===== src/dle_pkg.sv =====
// Shared types, codes and constants for the DLE-escaped telegram receiver.
package dle_pkg;

   // Request operation codes.
   localparam logic [1:0] OP_BYTE  = 2'd0;
   localparam logic [1:0] OP_START = 2'd1;
   localparam logic [1:0] OP_RESET = 2'd2;
   localparam logic [1:0] OP_NONE  = 2'd3;

   // Status codes reported with every response.
   localparam logic [2:0] STATUS_IDLE  = 3'd0;
   localparam logic [2:0] STATUS_RECV  = 3'd1;
   localparam logic [2:0] STATUS_CHECK = 3'd2;
   localparam logic [2:0] STATUS_DONE  = 3'd3;
   localparam logic [2:0] STATUS_ERROR = 3'd4;

   // Line control characters.
   localparam logic [7:0] CHAR_DLE = 8'h10;
   localparam logic [7:0] CHAR_ETX = 8'h03;

   // Width of the payload counter, enough for the largest telegram length.
   localparam int unsigned COUNT_WIDTH = 8;
   localparam int unsigned INDEX_WIDTH = 7;

   // Receiver phase, one-hot.
   typedef enum logic [4:0] {
      PH_IDLE  = 5'b00001,
      PH_RECV  = 5'b00010,
      PH_CHECK = 5'b00100,
      PH_DONE  = 5'b01000,
      PH_ERROR = 5'b10000
   } phase_type;

   // One response item as it leaves the deframer.
   typedef struct packed {
      logic [2:0]             status;
      logic [7:0]             data_byte;
      logic                   data_valid;
      logic [INDEX_WIDTH-1:0] byte_index;
   } result_type;

   // Map the one-hot phase onto the reported status code.
   function automatic logic [2:0] phase_status(input phase_type phase);
      logic [2:0] code;
      unique case (phase)
         PH_IDLE:  code = STATUS_IDLE;
         PH_RECV:  code = STATUS_RECV;
         PH_CHECK: code = STATUS_CHECK;
         PH_DONE:  code = STATUS_DONE;
         PH_ERROR: code = STATUS_ERROR;
         default:  code = STATUS_ERROR;
      endcase
      return code;
   endfunction

endpackage


===== src/dle_escaped_telegram_receiver.sv =====
// Top level of the DLE-escaped telegram receiver: request stage, deframer and response stage.
//
//  Channel  Direction  Payload
//  req_     in         tuser = op[1:0]; tdata = rx_byte[7:0]
//  rsp_     out        tuser = data_valid; tdata = status, data_byte, byte_index
//
// Each request moves from the request register into the response register, from which
// its response leaves. A new request is accepted every cycle unless the response stalls.
// The deframer state updates as a request moves from the request register to the
// response register. Reset is synchronous and active high and returns to idle.
// A stalled response holds both stages; a free response stage lets both move.
module dle_escaped_telegram_receiver #(
   parameter int unsigned MAX_PAYLOAD = 128
) (
   input  logic        clock,
   input  logic        reset,
   input  logic        req_tvalid,
   output logic        req_tready,
   input  logic [7:0]  req_tdata,   // [7:0] rx_byte
   input  logic [1:0]  req_tuser,   // [1:0] op
   output logic        rsp_tvalid,
   input  logic        rsp_tready,
   output logic [23:0] rsp_tdata,   // [2:0] status, [10:3] data_byte, [17:11] byte_index, zeros
   output logic [0:0]  rsp_tuser    // [0] data_valid
);
   import dle_pkg::*;

   logic       req_valid_ff;
   logic [1:0] req_op_ff;
   logic [7:0] req_byte_ff;

   logic       rsp_valid_ff;
   result_type rsp_ff;
   result_type result;

   logic       out_free;
   logic       advance;

   // Both stages move together whenever the response register can take an item.
   assign out_free   = !rsp_valid_ff || rsp_tready;
   assign advance    = req_valid_ff && out_free;
   assign req_tready = !req_valid_ff || out_free;

   // Request register.
   always_ff @(posedge clock) begin
      if (reset) begin
         req_valid_ff <= 1'b0;
      end else if (req_tready) begin
         req_valid_ff <= req_tvalid;
      end
   end

   always_ff @(posedge clock) begin
      if (req_tready && req_tvalid) begin
         req_op_ff   <= req_tuser;
         req_byte_ff <= req_tdata;
      end
   end

   dle_core #(
      .MAX_PAYLOAD(MAX_PAYLOAD)
   ) u_core (
      .clock  (clock),
      .reset  (reset),
      .advance(advance),
      .op     (req_op_ff),
      .rx_byte(req_byte_ff),
      .result (result)
   );

   // Response register.
   always_ff @(posedge clock) begin
      if (reset) begin
         rsp_valid_ff <= 1'b0;
      end else if (out_free) begin
         rsp_valid_ff <= req_valid_ff;
      end
   end

   always_ff @(posedge clock) begin
      if (advance) begin
         rsp_ff <= result;
      end
   end

   assign rsp_tvalid = rsp_valid_ff;
   assign rsp_tdata  = {6'b0, rsp_ff.byte_index, rsp_ff.data_byte, rsp_ff.status};
   assign rsp_tuser  = rsp_ff.data_valid;

   // A response in flight is never lost: a held response blocks the request stage.
   assert property (@(posedge clock) disable iff (reset)
      rsp_valid_ff && !rsp_tready && req_valid_ff |-> !req_tready)
      else $error("request accepted over a full pipeline");

   // The response register only fills from a valid request.
   assert property (@(posedge clock) disable iff (reset)
      !$past(reset) && $rose(rsp_valid_ff) |-> $past(req_valid_ff))
      else $error("response appeared without a request");

   // A response without payload carries zero byte and index.
   assert property (@(posedge clock) disable iff (reset)
      rsp_valid_ff && !rsp_ff.data_valid |-> rsp_tdata[17:3] == '0)
      else $error("payload fields set without data");

endmodule


===== src/dle_core.sv =====
// Deframer state and per-byte decode: phase, escape flag, check character and count.
module dle_core #(
   parameter int unsigned MAX_PAYLOAD = 128
) (
   input  logic               clock,
   input  logic               reset,
   input  logic               advance,
   input  logic [1:0]         op,
   input  logic [7:0]         rx_byte,
   output dle_pkg::result_type result
);
   import dle_pkg::*;

   localparam logic [COUNT_WIDTH-1:0] MaxCount = COUNT_WIDTH'(MAX_PAYLOAD);

   phase_type              phase_ff, phase_in;
   logic                   escape_ff, escape_in;
   logic [7:0]             check_ff, check_in;
   logic [COUNT_WIDTH-1:0] count_ff, count_in;

   logic                   emit;

   // Next state and the response for the request that is moving through.
   always_comb begin
      phase_in  = phase_ff;
      escape_in = escape_ff;
      check_in  = check_ff;
      count_in  = count_ff;
      emit      = 1'b0;
      unique case (op)
         OP_START: begin
            phase_in  = PH_RECV;
            escape_in = 1'b0;
            check_in  = '0;
            count_in  = '0;
         end
         OP_RESET: begin
            phase_in  = PH_IDLE;
            escape_in = 1'b0;
            check_in  = '0;
            count_in  = '0;
         end
         OP_BYTE: begin
            if (phase_ff == PH_RECV) begin
               if (count_ff >= MaxCount) begin
                  // Length overrun: the byte is dropped.
                  phase_in = PH_ERROR;
               end else begin
                  emit     = 1'b1;
                  check_in = check_ff ^ rx_byte;
                  if (rx_byte == CHAR_DLE) begin
                     // First DLE is held back; the second one is data.
                     escape_in = !escape_ff;
                     emit      = escape_ff;
                  end else if (escape_ff && rx_byte == CHAR_ETX) begin
                     escape_in = 1'b0;
                     phase_in  = PH_CHECK;
                     emit      = 1'b0;
                  end else if (escape_ff) begin
                     // DLE before anything else is a framing error.
                     phase_in = PH_ERROR;
                  end
                  if (emit) begin
                     count_in = count_ff + COUNT_WIDTH'(1);
                  end
               end
            end else if (phase_ff == PH_CHECK) begin
               phase_in = (rx_byte == check_ff) ? PH_DONE : PH_ERROR;
            end
         end
         OP_NONE: begin
            phase_in = phase_ff;
         end
         default: begin
            phase_in = phase_ff;
         end
      endcase

      result.status     = phase_status(phase_in);
      result.data_valid = emit;
      result.data_byte  = emit ? rx_byte : 8'h00;
      result.byte_index = emit ? count_ff[INDEX_WIDTH-1:0] : '0;
   end

   // State registers, updated only when a request moves into the response stage.
   always_ff @(posedge clock) begin
      if (reset) begin
         phase_ff  <= PH_IDLE;
         escape_ff <= 1'b0;
         check_ff  <= '0;
         count_ff  <= '0;
      end else if (advance) begin
         phase_ff  <= phase_in;
         escape_ff <= escape_in;
         check_ff  <= check_in;
         count_ff  <= count_in;
      end
   end

   // The payload count never passes the telegram limit.
   assert property (@(posedge clock) disable iff (reset) count_ff <= MaxCount)
      else $error("payload count exceeds limit");

   // A payload byte is only produced while a telegram is being received.
   assert property (@(posedge clock) disable iff (reset)
      result.data_valid |-> phase_ff == PH_RECV && op == OP_BYTE)
      else $error("payload byte outside receive phase");

   // Outside a receive or check phase, bytes leave all state alone.
   assert property (@(posedge clock) disable iff (reset)
      advance && op == OP_BYTE && (phase_ff == PH_IDLE || phase_ff == PH_DONE
         || phase_ff == PH_ERROR) |=> $stable(check_ff) && $stable(count_ff)
         && $stable(phase_ff))
      else $error("ignored byte changed state");

endmodule

===== config.mk =====
export PLATFORM = sky130hd
export DESIGN_NAME = dle_escaped_telegram_receiver
export DESIGN_NICKNAME = d
export VERILOG_FILES = /design/src/dle_pkg.sv /design/src/dle_escaped_telegram_receiver.sv /design/src/dle_core.sv
export SDC_FILE = /design/constraint.sdc
export NUM_CORES = 1
export LEC_CHECK = 0
export BUFFER_PORTS_ARGS = -buffer_cell sky130_fd_sc_hd__buf_4
export CAP_MARGIN = 20
export CORE_MARGIN = 4
export CORE_UTILIZATION = 55
export DETAILED_ROUTE_END_ITERATION = 7
export GPL_TIMING_DRIVEN = 0
export MAX_ROUTING_LAYER = met4
export PLACE_DENSITY = 0.84
export SLEW_MARGIN = 20
export SYNTH_ARGS = -nofsm -noshare
export SYNTH_HDL_FRONTEND = slang
export SYNTH_SLANG_ARGS = --single-unit

===== constraint.sdc =====
create_clock -name clock -period 5.36 [get_ports clock]
set_input_delay 1.072 -clock clock [delete_from_list [all_inputs] [get_ports clock]]
set_output_delay 1.072 -clock clock [all_outputs]
set_load 0.005 [all_outputs]

# Word-level counts from Yosys, hierarchy flattened

Cells that the tools add are included.

Muxes and demuxes: 29
Eq/ne operators: 16
Add/sub/neg operators: 1
Reduce and logical (&&, ||, !) cells: 14
Bitwise logic cells: 1
$lt $le $gt $ge: 1

Operators by type and width:

| operator                                                  | number |
|---|---|
| 2-to-1 mux 8 bit                                          | 5 |
| 2-to-1 mux 5 bit                                          | 7 |
| one-hot mux 8 bit (2 select lines)                        | 2 |
| one-hot mux 5 bit (4 select lines)                        | 1 |
| 2-to-1 mux 1 bit                                          | 12 |
| one-hot mux 3 bit (4 select lines)                        | 1 |
| equality test 5 x 2 -> 1 bit (second input constant)      | 2 |
| equality test 5 x 3 -> 1 bit (second input constant)      | 2 |
| AND reduction 5 bit                                       | 2 |
| adder 8 x 1 -> 8 bit (second input constant)              | 1 |
| equality test 8 x 2 -> 1 bit (second input constant)      | 1 |
| equality test 8 x 5 -> 1 bit (second input constant)      | 1 |
| equality test 8 bit                                       | 1 |
| greater-or-equal comparator 8 bit (second input constant) | 1 |
| XOR 8 bit                                                 | 1 |
| equality test 5 x 1 -> 1 bit (second input constant)      | 1 |
| equality test 5 x 4 -> 1 bit (second input constant)      | 1 |
| equality test 2 bit (second input constant)               | 2 |
| inequality test 2 x 1 -> 1 bit (second input constant)    | 2 |
| AND reduction 4 bit                                       | 1 |
| logical AND 1 bit                                         | 3 |
| zero test 1 bit                                           | 3 |
| inequality test 3 x 1 -> 1 bit (second input constant)    | 1 |
| equality test 2 x 1 -> 1 bit (second input constant)      | 1 |
| other kinds (6)                                           | 7 |

Output and inout bits: 27
Input port bits: 14
Bits in registers: 53
Word-level logic and storage cells: 74

# Logic depth before layout (Yosys ltp)

Gate-level depths: netlist of the first run.

Depth in word-level cells: 11
Mapped depth: 8
Gate-level depth less buffers: 6

# Hierarchy

Synthesis of the first run repeated with hierarchy kept, for this count alone.

Cell total of the unflattened synthesis: 245
Area, all modules: 2571.2 µm²

Modules (own cells, without submodules):

| module                        | seq. area each (µm²) | area each (µm²) | cells an instance | times used |
|---|---|---|---|---|
| dle_core                      | 440.4                | 1547.7          | 199               | 1 |
| dle_escaped_telegram_receiver | 910.9                | 1023.5          | 46                | 1 |

# Worst setup path after synthesis of the first run

No wires, ideal clock.

Path kind: input to register
Start: input port rsp_tready
End: register u_core.count_ff[6]
Library setup time: 0.129 ns
Data required time: 5.231 ns
Arrival: 2.516 ns
Cell stages on the path: 7
Setup slack: 2.715 ns
Buffers on the path: 1
Cell sequence: nand2b_1 -> nand2_1 -> inv_1 -> clkbuf_1 -> a21oi_1 -> nand2b_1 -> mux2i_1

Longest elaborated chain between the ends: 3

RTL lines:

| what                                 | line                                | RTL |
|---|---|---|
| start, declared                      | dle_escaped_telegram_receiver.sv:22 | `input logic rsp_tready,` |
| logical OR 1 bit                     | dle_escaped_telegram_receiver.sv:40 | `assign out_free = !rsp_valid_ff \|\| rsp_tready;` |
| logical AND 1 bit                    | dle_escaped_telegram_receiver.sv:41 | `assign advance = req_valid_ff && out_free;` |
| via advance                          | dle_escaped_telegram_receiver.sv:37 | `logic advance;` |
| AND reduction 5 bit (no source line) | --                                  |  |
| end signal, assigned                 | dle_core.sv:96                      | `count_ff <= count_in;` |
| end, declared                        | dle_core.sv:19                      | `logic [COUNT_WIDTH-1:0] count_ff, count_in;` |

The timed path passes the listed nets, and every way through them passes these cells.
A chain may end at the register's enable or synchronous reset.

# Worst setup path in the final report of the first run

Start: input port rsp_tready
End: output port req_tready

Longest elaborated chain between the ends: 2

RTL lines:

| what             | line                                | RTL |
|---|---|---|
| logical OR 1 bit | dle_escaped_telegram_receiver.sv:40 |  |
| logical OR 1 bit | dle_escaped_telegram_receiver.sv:42 | `assign req_tready = !req_valid_ff \|\| out_free;` |
| end, declared    | dle_escaped_telegram_receiver.sv:18 | `output logic req_tready,` |

No other way between the ends.

==> summary.txt, run 1 <==
Synth
  – Largest cells by area after synthesis: sky130_fd_sc_hd__edfxtp_1, sky130_fd_sc_hd__dfxtp_1, sky130_fd_sc_hd__xnor2_1, sky130_fd_sc_hd__and2_1, sky130_fd_sc_hd__nand3_1
  – Number of flip-flops and latches in the synthesized netlist: 53
  – Share of the yosys chip area belonging to registers: 51.2%
  – Top-area cell type share of the netlist area: 33.0%
  – Portion of netlist area occupied by mux cells: 0.380%
  – Gate count after technology mapping: 250
  – Post-synthesis compound-gate area fraction: 11.1%
  – Dominant combinational cell family by area after synthesis: simple AND/OR/NAND/NOR gates
  – Average instance area after synthesis: 10.6 µm²
  – Adder-cell area share of the yosys netlist: 1.33%
  – Count of synthesis-stage warnings from yosys: 0
  – Xor and xnor fraction of the mapped netlist area: 6.64%
  – Yosys cell types: 51
  – Cell accounting for the most synthesized area: sky130_fd_sc_hd__edfxtp_1
  – Simple logic cell fraction of the synthesized area: 22.8%
  – Synth Cell Area: 2640 µm²

Clock tree
  – Count of hold buffers inserted by post-cts repair: 0
  – Resize count post-CTS: 0
  – Clock slew at the register clock pins of the worst setup and hold paths: 0.10 ns
  – Max Root-Sink Buffers: 2
  – Root buffer cell: sky130_fd_sc_hd__clkbuf_8
  – Maximum level of the CTS H-tree: 2
  – Sink count of the clock tree: 53
  – Number of setup buffers added after CTS: 0
  – Latest clock arrival within the worst-skew pair: 0.31 ns
  – TritonCTS Buffers: 5
  – CTS tree: yes

Global route
  – Initial antenna violation count: 0
  – Residual overflow from global routing: 0
  – Via count of the first global-routing pass: 1911
  – All-Layer GR Usage: 18.4%
  – Wire length of the first global-routing pass: 8560 µm
  – Largest net degree at the start of global routing: 29

Status
  – Result of the run: complete, no violations

Detailed routing
  – Via count normalized by instance count: 5.73
  – WL final: 5080 µm
  – Routed WL per cell: 14.6 µm
  – Violation count after the first detailed-routing iteration: 116
  – DRC viols: 0
  – ANT nets after route: 0
  – Number of vias after detailed routing: 2001
  – Number of search-and-repair iterations in the first detailed-routing pass: 4

Die
  – Die Span X: 77.3 µm
  – Number of top-level pins: 41
  – Die extent in y: 77.3 µm
  – Initial core utilization: 58.6%
  – Core Rows: 24
  – Core Footprint: 4500 µm²
  – Die Outline Area: 5970 µm²

Power
  – Leakage dissipation: 1.19 nW
  – Sum of internal, switching and leakage power: 0.787 mW
  – Peak supply drop: 0.000212 V
  – Power Dens Cells: 256 nW/µm²

Timing
  – Maximum operating frequency: 0.374 GHz
  – Worst slew slack as a fraction of its limit: 55.4%
  – RSZ-0062 raised after global routing: false
  – Final setup violation count: 0
  – Final total negative setup slack: 0 ns
  – Actual slew at the worst max-slew pin: 0.664 ns
  – Final setup skew: 0.0111 ns
  – Final Max Slew Viols: 0
  – Final hold violation count: 0
  – Ratio of final minimum period to clock period: 49.9%
  – Minimum period implied by the final worst setup slack: 2.67 ns

Worst setup path
  – Type of element launching the critical path: input pin
  – Peak fanout along the critical path: 3
  – Worst setup path class: in2out
  – CP endpoint kind: output port
  – CP required: 4.29 ns
  – Arrival time of data at the critical path endpoint: 1.60 ns

Placed design
  – DPL Wire Length: 3700 µm
  – Routability-driven placement congestion ratio: 0.889
  – Post-Place Cell Area: 2980 µm²
  – Number of I/O port buffers: 34

Run
  – Max capacitance violation total: 0

Finish
  – Area growth from synthesis to layout: 16.7%
  – Final cell area excluding filler cells: 3080 µm²
  – Share of cells above drive strength 1: 22.6%
  – Number of antenna cells inserted: 0
  – Net count reported at finish: 312

Worst hold path
  – Min-Delay Path Class: reg2reg
-- report_power, final --
part	total, mW	switching, mW	internal (mW)
logic	0.0913	0.0481	0.0432
clock network	0.239	0.133	0.106
registers	0.456	0.0116	0.445
total	0.787	0.193	0.595
-- cells by family after synthesis --
group,count (synthesis)
muxes,1
adders and majority gates,3
AOI/OAI and AO/OA,43
buffers and inverters,24
DFF,53
other,1
and+or+nand+nor,105
xor gates and xnor gates,20
-- routing by layer --
layer  routed length [µm]  share of wire (%)  track usage, %
met1                 2140                 42            21.0
met2                 2560                 50            30.6
met3                  256                5.0            3.98
met4                  126                2.5            9.25
met5                    0                  0               -
-- registers in the layout, summed over array words and instances, names as in the netlist --
| signal | count |
|---|---|
| rsp_tvalid | 1 |
| u_core.check_ff | 8 |
| u_core.escape_ff | 1 |
| u_core.phase_ff | 5 |
| rsp_tdata | 18 |
| rsp_tuser | 1 |
| req_valid_ff | 1 |
| req_byte_ff | 8 |
| req_op_ff | 2 |
| u_core.count_ff | 8 |
-- through the flow --
stage	utilization, %	hold slack (ns)	instances	setup WS (ns)
6_report	68.3	0.498	349	2.69
5_1_grt	68.3	0.520	349	2.59
4_1_cts	68.3	0.497	349	2.69
3_5_place_dp	66.1	0.483	341	2.63
3_3_place_gp	66.1	0.472	341	2.19
2_1_floorplan	-	0.451	255	2.72
-- layout make-up --
cell class	count	area (µm²)
buffer	19	153
clock buffer	6	82.6
multi-input combinational	178	1130
sequential	53	1350
fill	356	1430
timing repair buffer	34	255
tap	52	65.1
inverter	5	18.8
clock inverter	2	16.3
-- worst paths after layout --
check	from	end	slack [ns]	cells past startpoint
worst min register to register	u_core.count_ff[6]$_SDFFE_PP0P_	u_core.count_ff[6]$_SDFFE_PP0P_	0.50	2
worst max register to register	req_op_ff[1]$_DFFE_PP_	rsp_tdata[0]$_DFFE_PP_	3.02	6
worst min-delay path	u_core.count_ff[6]$_SDFFE_PP0P_	u_core.count_ff[6]$_SDFFE_PP0P_	0.50	2
worst max-delay path	rsp_tready	req_tready	2.69	4
-- synthesized netlist by cell type, drive strengths merged --
cell,count
or2b,1
and4b,1
and4,1
nor2b,1
a31oi,1
conb,1
nor3,5
ha,2
or4,6
nor4b,2
nor4,3
a211o,1
nand4b,1
a21o,3
o21ai,8
edfxtp,29
clkbuf,8
and2,15
nand2b,3
or2,2
maj3,1
nor3b,2
o21a,3
nor2,23
inv,5
o211a,2
and3,4
nand2,14
xnor2,11
o211ai,2
a21oi,13
or3,1
a211oi,3
nand3,17
buf,11
o31ai,5
a2bb2oi,1
o21bai,1
dfxtp,24
xor2,9
mux2i,1
nand4,3
-- cells in the final DEF (no fill, tap or decap), types with 6 or more instances in the layout --
master / count
sky130_fd_sc_hd__edfxtp_1: 29
sky130_fd_sc_hd__nand2_1: 14
sky130_fd_sc_hd__dfxtp_1: 24
sky130_fd_sc_hd__a21oi_1: 12
sky130_fd_sc_hd__o21ai_0: 7
sky130_fd_sc_hd__conb_1: 6
sky130_fd_sc_hd__nor2_1: 22
sky130_fd_sc_hd__buf_4: 41
sky130_fd_sc_hd__and2_1: 15
sky130_fd_sc_hd__xnor2_1: 11
sky130_fd_sc_hd__xor2_1: 9
sky130_fd_sc_hd__nand3_1: 17
sky130_fd_sc_hd__clkbuf_8: 9
-- worst max-delay path, cell delays in order --
cell	delay, ns
sky130_fd_sc_hd__buf_4	0.11
sky130_fd_sc_hd__nor2b_1	0.18
sky130_fd_sc_hd__nand2_1	0.09
sky130_fd_sc_hd__buf_4	0.14
Note: power is estimated with default switching activity, not from simulation.
==> run 2, diff against run 1 <==
--- a/config.mk
+++ b/config.mk
@@ -5,14 +5,15 @@
 export SDC_FILE = /design/constraint.sdc
 export NUM_CORES = 1
 export LEC_CHECK = 0
+export ABC_AREA = 1
 export BUFFER_PORTS_ARGS = -buffer_cell sky130_fd_sc_hd__buf_4
 export CAP_MARGIN = 20
 export CORE_MARGIN = 4
-export CORE_UTILIZATION = 55
+export CORE_UTILIZATION = 51
 export DETAILED_ROUTE_END_ITERATION = 7
 export GPL_TIMING_DRIVEN = 0
 export MAX_ROUTING_LAYER = met4
-export PLACE_DENSITY = 0.84
+export PLACE_DENSITY = 0.82
 export SLEW_MARGIN = 20
 export SYNTH_ARGS = -nofsm -noshare
 export SYNTH_HDL_FRONTEND = slang
==> constraint.sdc (replaced) <==
create_clock -name clock -period 2.25 [get_ports clock]
set_input_delay 0.45 -clock clock [delete_from_list [all_inputs] [get_ports clock]]
set_output_delay 0.45 -clock clock [all_outputs]
set_load 0.005 [all_outputs]
==> summary.txt, run 2 <==
Die
  – Initial core utilization: 53.8%
  – Number of top-level pins: 41
  – Core Footprint: 4850 µm²
  – Core Rows: 25
  – Die extent in y: 79.5 µm
  – Die Span X: 79.5 µm
  – Die Outline Area: 6320 µm²

Finish
  – Top library cells by usage in the layout, fill and taps aside: sky130_fd_sc_hd__nand2_1, sky130_fd_sc_hd__nor2_1, sky130_fd_sc_hd__inv_1
  – Area growth from synthesis to layout: 17.9%
  – Final core utilization: 63.4%
  – Share of cells above drive strength 1: 19.7%
  – Number of antenna cells inserted: 0
  – Final cell area excluding filler cells: 3080 µm²
  – Leading cell type in the layout, fill and taps excluded: sky130_fd_sc_hd__nand2_1
  – Flip-flop count of the largest register after layout: 18
  – Count of placed standard cells in the final layout, fillers left out: 428
  – Net count reported at finish: 376

Worst hold path
  – End of the worst hold path: req_byte_ff[5]$_DFFE_PP_
  – Min-Delay Path Class: in2reg
  – Number of stages on the worst hold path: 1
  – Beginning of the worst hold path: req_tdata[5]

Clock tree
  – Max Root-Sink Buffers: 2
  – CTS tree: yes
  – TritonCTS Buffers: 5
  – Clock slew at the register clock pins of the worst setup and hold paths: 0.09 ns
  – Count of hold buffers inserted by post-cts repair: 0
  – Resize count post-CTS: 0
  – Number of setup buffers added after CTS: 0
  – Maximum level of the CTS H-tree: 2
  – Latest clock arrival within the worst-skew pair: 0.30 ns
  – Root buffer cell: sky130_fd_sc_hd__clkbuf_8
  – Sink count of the clock tree: 53

Synth
  – Number of flip-flops and latches in the synthesized netlist: 53
  – Largest cells by area after synthesis: sky130_fd_sc_hd__edfxtp_1, sky130_fd_sc_hd__dfxtp_1, sky130_fd_sc_hd__nand2_1, sky130_fd_sc_hd__nor2_1, sky130_fd_sc_hd__inv_1
  – Count leader, synth: sky130_fd_sc_hd__nand2_1
  – Count of flip-flops with a built-in enable after synthesis: 29
  – Top-area cell type share of the netlist area: 33.4%
  – Share of the yosys chip area belonging to registers: 51.8%
  – Async SR Flop Fraction: 0%
  – Average instance area after synthesis: 8.28 µm²
  – Synth Cell Area: 2610 µm²
  – Yosys cell types: 31
  – Top flip-flop cell by instance count after synthesis: sky130_fd_sc_hd__edfxtp_1
  – Cell accounting for the most synthesized area: sky130_fd_sc_hd__edfxtp_1
  – Gate count after technology mapping: 315
  – Count of synthesis-stage warnings from yosys: 0
  – Commonest cells in the netlist: sky130_fd_sc_hd__nand2_1, sky130_fd_sc_hd__nor2_1, sky130_fd_sc_hd__inv_1

Timing
  – Minimum period implied by the final worst setup slack: 1.89 ns
  – Worst slew slack as a fraction of its limit: 62.0%
  – Final Max Slew Viols: 0
  – RSZ-0062 raised after global routing: false
  – Final setup violation count: 0
  – Actual slew at the worst max-slew pin: 0.570 ns
  – Final total negative setup slack: 0 ns
  – Worst Hold Slack: 0.319 ns
  – Final setup skew: 0.00643 ns
  – Final hold violation count: 0
  – Maximum operating frequency: 0.529 GHz
  – Setup ws final: 0.359 ns
  – Ratio of final minimum period to clock period: 84.0%

Global route
  – Residual overflow from global routing: 0
  – Met3 track demand over resource in global routing: 2.37%
  – Met1 usage in global routing: 19.9%
  – Wire length of the first global-routing pass: 8340 µm
  – Initial antenna violation count: 0
  – Layer with the highest usage after global routing: met2
  – Via count of the first global-routing pass: 1928
  – Met2 track demand over resource in global routing: 29.5%
  – All-Layer GR Usage: 17.0%
  – Largest net degree at the start of global routing: 25

Worst setup path
  – Arrival time of data at the critical path endpoint: 2.07 ns
  – Worst setup path class: reg2reg
  – Reg2reg setup slack: 0.36 ns
  – Peak fanout along the critical path: 24
  – Reg-to-reg endpoint: u_core.check_ff[2]$_SDFFE_PP0P_
  – CP required: 2.43 ns
  – CP endpoint kind: register
  – Length in cells of the worst reg-to-reg path: 9
  – Type of element launching the critical path: register
  – Launch instance of the worst register-to-register path: rsp_tvalid$_SDFFE_PP0P_

Power
  – Switching power: 0.439 mW
  – Power share of the sequential group: 56.0%
  – Sum of internal, switching and leakage power: 1.94 mW
  – Int Pwr: 1.50 mW
  – Peak supply drop: 0.000412 V
  – Power Dens Cells: 631 nW/µm²
  – Combinational share of power: 10.1%
  – Leakage dissipation: 1.36 nW
  – Clock network fraction of total power: 33.9%
  – Sw frac: 22.6%

Placed design
  – Number of I/O port buffers: 33
  – DPL Wire Length: 3560 µm
  – Inst Count DP: 420
  – Routability-driven placement congestion ratio: 0.866
  – Post-Place Cell Area: 2960 µm²
  – Setup Slack @ Placement: 0.0229 ns

Detailed routing
  – Routed WL per cell: 11.1 µm
  – DRC viols: 0
  – Violation count after the first detailed-routing iteration: 80
  – WL final: 4750 µm
  – Number of vias after detailed routing: 2045
  – Number of search-and-repair iterations in the first detailed-routing pass: 5
  – ANT nets after route: 0
  – Via count normalized by instance count: 4.78

Status
  – Result of the run: complete, no violations

Run
  – Max capacitance violation total: 0
[run 2: power by group through the flow]
| stage | sequential [mW] | clock, mW | combinational (mW) |
|---|---|---|---|
| after CTS | 1.09 | 0.670 | 0.196 |
| after global placement | 1.11 | 0 | 0.189 |
| after global routing | 1.09 | 0.714 | 0.223 |
| after detailed placement | 1.11 | 0 | 0.194 |
| final | 1.09 | 0.657 | 0.196 |
| after floorplan | 1.11 | 0 | 0.129 |
[run 2: worst max-delay path by stage]
stage	end	slack [ns]	cells past startpoint	from
detailed placement	u_core.check_ff[2]$_SDFFE_PP0P_	0.02	11	rsp_tready
global route	u_core.check_ff[5]$_SDFFE_PP0P_	0.02	8	rsp_tvalid$_SDFFE_PP0P_
CTS	u_core.check_ff[2]$_SDFFE_PP0P_	0.23	9	rsp_tvalid$_SDFFE_PP0P_
global placement	u_core.check_ff[4]$_SDFFE_PP0P_	0.05	11	rsp_tready
finish	u_core.check_ff[2]$_SDFFE_PP0P_	0.36	9	rsp_tvalid$_SDFFE_PP0P_
floorplan	u_core.check_ff[2]$_SDFFE_PP0P_	0.45	10	rsp_tready
[run 2: cell type report]
cell class,count,area [µm²]
Timing Repair Buffer,33,248
Sequential cell,53,1350
Multi-Input combinational cell,208,1030
Inverter,49,188
Clock buffer,7,86.3
Tap cell,67,83.8
Clock inverter,1,30.0
Fill cell,398,1770
Buffer,10,62.6
[run 2: cells by family after synthesis]
kind of cell    after synthesis  share of synthesized area [%]
compound gates               44                           9.69
xor+xnor                      2                          0.672
fa+ha+maj                     2                          0.960
buf+inv                      59                           9.55
flops                        53                           51.8
other cells                   1                          0.144
simple gates                154                           27.2
[run 2: per-layer routing]
layer  share of wire [%]  routed length [µm]
met4                 2.2                 105
met1                  45                2150
met2                  48                2280
met3                 4.6                 218
met5                   0                   0
[run 2: worst max-delay path, stage by stage (launching register included)]
cell and delay, ns:
sky130_fd_sc_hd__dfxtp_1 0.34, sky130_fd_sc_hd__nand2_2 0.09, sky130_fd_sc_hd__nand2_4 0.08, sky130_fd_sc_hd__clkinv_2 0.28, sky130_fd_sc_hd__nand2_1 0.19, sky130_fd_sc_hd__a21oi_4 0.27
sky130_fd_sc_hd__clkbuf_2 0.25, sky130_fd_sc_hd__o21ai_0 0.11, sky130_fd_sc_hd__o21ai_0 0.10, sky130_fd_sc_hd__nor2_1 0.05
==> run 3, diff against run 2 <==
--- a/config.mk
+++ b/config.mk
@@ -5,15 +5,15 @@
 export SDC_FILE = /design/constraint.sdc
 export NUM_CORES = 1
 export LEC_CHECK = 0
-export ABC_AREA = 1
+export ABC_AREA = 0
 export BUFFER_PORTS_ARGS = -buffer_cell sky130_fd_sc_hd__buf_4
 export CAP_MARGIN = 20
 export CORE_MARGIN = 4
-export CORE_UTILIZATION = 51
+export CORE_UTILIZATION = 55
 export DETAILED_ROUTE_END_ITERATION = 7
 export GPL_TIMING_DRIVEN = 0
 export MAX_ROUTING_LAYER = met4
-export PLACE_DENSITY = 0.82
+export PLACE_DENSITY = 0.84
 export SLEW_MARGIN = 20
 export SYNTH_ARGS = -nofsm -noshare
 export SYNTH_HDL_FRONTEND = slang
==> constraint.sdc (replaced) <==
create_clock -name clock -period 1.95 [get_ports clock]
set_input_delay 0.39 -clock clock [delete_from_list [all_inputs] [get_ports clock]]
set_output_delay 0.39 -clock clock [all_outputs]
set_load 0.005 [all_outputs]
==> summary.txt, run 3 (synthesized netlist as in run 1, its figures left out) <==
Finish
  – Share of cells above drive strength 1: 35.8%
  – Final cell area excluding filler cells: 3450 µm²
  – Flip-flop count of the largest register after layout: 18
  – Leading cell type in the layout, fill and taps excluded: sky130_fd_sc_hd__buf_4
  – Count of placed standard cells in the final layout, fillers left out: 365
  – Area growth from synthesis to layout: 30.8%
  – Top library cells by usage in the layout, fill and taps aside: sky130_fd_sc_hd__buf_4, sky130_fd_sc_hd__edfxtp_1, sky130_fd_sc_hd__dfxtp_1
  – Number of antenna cells inserted: 0
  – Net count reported at finish: 329

Clock tree
  – TritonCTS Buffers: 5
  – Latest clock arrival within the worst-skew pair: 0.31 ns
  – Maximum level of the CTS H-tree: 2
  – Max Root-Sink Buffers: 2
  – CTS tree: yes
  – Sink count of the clock tree: 53
  – Clock slew at the register clock pins of the worst setup and hold paths: 0.10 ns
  – Root buffer cell: sky130_fd_sc_hd__clkbuf_8

Timing
  – Final setup skew: 0.0127 ns
  – Setup ws final: -0.142 ns
  – Maximum operating frequency: 0.478 GHz
  – Final hold violation count: 0
  – RSZ-0062 raised after global routing: true
  – Ratio of final minimum period to clock period: 107%
  – Final setup violation count: 17
  – Minimum period implied by the final worst setup slack: 2.09 ns
  – Final total negative setup slack: -0.986 ns
  – Worst slew slack as a fraction of its limit: 63.0%
  – Actual slew at the worst max-slew pin: 0.555 ns
  – Final Max Slew Viols: 0

Worst setup path
  – Worst setup path class: reg2reg
  – Maximum single-stage delay on the critical path: 0.53 ns
  – Type of element launching the critical path: register
  – Slowest stage cell on the critical path: sky130_fd_sc_hd__edfxtp_1
  – Arrival time of data at the critical path endpoint: 2.34 ns
  – Reg2reg setup slack: -0.14 ns
  – Cells along the critical path: and4b_1, o211ai_1, a21oi_4, buf_4, or4_1, a21oi_1
  – Launch instance of the worst register-to-register path: req_byte_ff[0]$_DFFE_PP_
  – Peak fanout along the critical path: 5
  – Length in cells of the worst reg-to-reg path: 6
  – Worst setup startpoint: req_byte_ff[0]$_DFFE_PP_
  – Reg-to-reg endpoint: u_core.count_ff[4]$_SDFFE_PP0P_
  – CP endpoint kind: register
  – CP required: 2.20 ns

Global route
  – Residual overflow from global routing: 0
  – Via count of the first global-routing pass: 1941
  – Initial antenna violation count: 0
  – All-Layer GR Usage: 20.0%
  – Wire length of the first global-routing pass: 9200 µm
  – Largest net degree at the start of global routing: 29

Placed design
  – Post-Place Cell Area: 3010 µm²
  – DPL Wire Length: 3700 µm
  – Inst Count DP: 341
  – Routability-driven placement congestion ratio: 0.878
  – Number of I/O port buffers: 34

Die
  – Core Footprint: 4500 µm²
  – Die Outline Area: 5970 µm²
  – Die extent in y: 77.3 µm
  – Number of top-level pins: 41
  – Initial core utilization: 58.6%
  – Die Span X: 77.3 µm
  – Core Rows: 24

Power
  – Peak supply drop: 0.000527 V
  – Leakage dissipation: 1.33 nW
  – Power share of the sequential group: 57.6%
  – Power Dens Cells: 635 nW/µm²
  – Switching power: 0.561 mW
  – Clock network fraction of total power: 27.7%
  – Int Pwr: 1.63 mW
  – Combinational share of power: 14.7%
  – Sw frac: 25.6%

Detailed routing
  – Number of vias after detailed routing: 2164
  – ANT nets after route: 0
  – Via count normalized by instance count: 5.93
  – DRC viols: 0
  – Routed WL per cell: 17.0 µm
  – Violation count after the first detailed-routing iteration: 157
  – WL final: 6220 µm
  – Number of search-and-repair iterations in the first detailed-routing pass: 6

Status
  – Result of the run: finished with violations
  – Violations in the final reports: setup timing

Run
  – Max capacitance violation total: 0

Worst hold path
  – Min-Delay Path Class: in2reg
  – Beginning of the worst hold path: req_tdata[2]
  – Number of stages on the worst hold path: 1
  – End of the worst hold path: req_byte_ff[2]$_DFFE_PP_
run 3: per-stage QoR:
step                      hold slack [ns]  worst slack (ns)  power [mW]  util [%]
after floorplan                     0.451           -0.0400        1.44         -
after global placement              0.474            -0.173        1.52      66.9
after detailed placement            0.487            -0.217        1.53      66.9
after CTS                           0.244           -0.0742        2.15      72.1
after global routing                0.235            -0.262        2.27      76.6
final                               0.248            -0.142        2.19      76.6
run 3: power by group through the flow:
stage	registers, mW	logic, mW	clock network [mW]
2_1_floorplan	1.28	0.169	0
3_3_place_gp	1.28	0.245	0
4_1_cts	1.26	0.277	0.618
6_report	1.26	0.322	0.607
5_1_grt	1.27	0.347	0.661
3_5_place_dp	1.28	0.252	0
run 3: repair_timing:
item                                    CTS  global route
endpoints found under the setup margin   27            24
pin swaps                                16            18
setup buffers                             8            13
resized for setup                        20            24
hold buffers                              0             0
run 3: cell type report:
type,count,area (µm²)
Clock buffer,5,68.8
Timing Repair Buffer,55,454
Inverter,5,18.8
Buffer,15,131
Clock inverter,2,16.3
Fill cell,285,1050
Multi-Input combinational cell,178,1340
Sequential cell,53,1360
Tap cell,52,65.1
run 3: worst max-delay path by stage:
stage	endpoint	depth (start not counted)	slack (ns)
2_1_floorplan	rsp_tdata[1]$_DFFE_PP_	7	-0.04
3_3_place_gp	rsp_tdata[3]$_SDFFCE_PN0P_	8	-0.17
3_5_place_dp	rsp_tdata[3]$_SDFFCE_PN0P_	8	-0.22
4_1_cts	rsp_tdata[0]$_DFFE_PP_	5	-0.07
5_1_grt	u_core.count_ff[4]$_SDFFE_PP0P_	6	-0.26
6_report	u_core.count_ff[4]$_SDFFE_PP0P_	6	-0.14
run 3: layer usage:
layer,wire [µm],global-route usage (%),part of all wire (%)
met3,447,4.33,7.2
met1,2390,24.6,38
met4,133,7.30,2.1
met5,0,-,0
met2,3240,32.5,52
run 3: worst max-delay path: cells and delay by family, from the launching register on:
kind,cells,cell delay (ns)
AO/OA/AOI/OAI,3,0.64
buffers and inverters,1,0.15
flip-flops,1,0.53
AND/OR/NAND/NOR,2,0.71
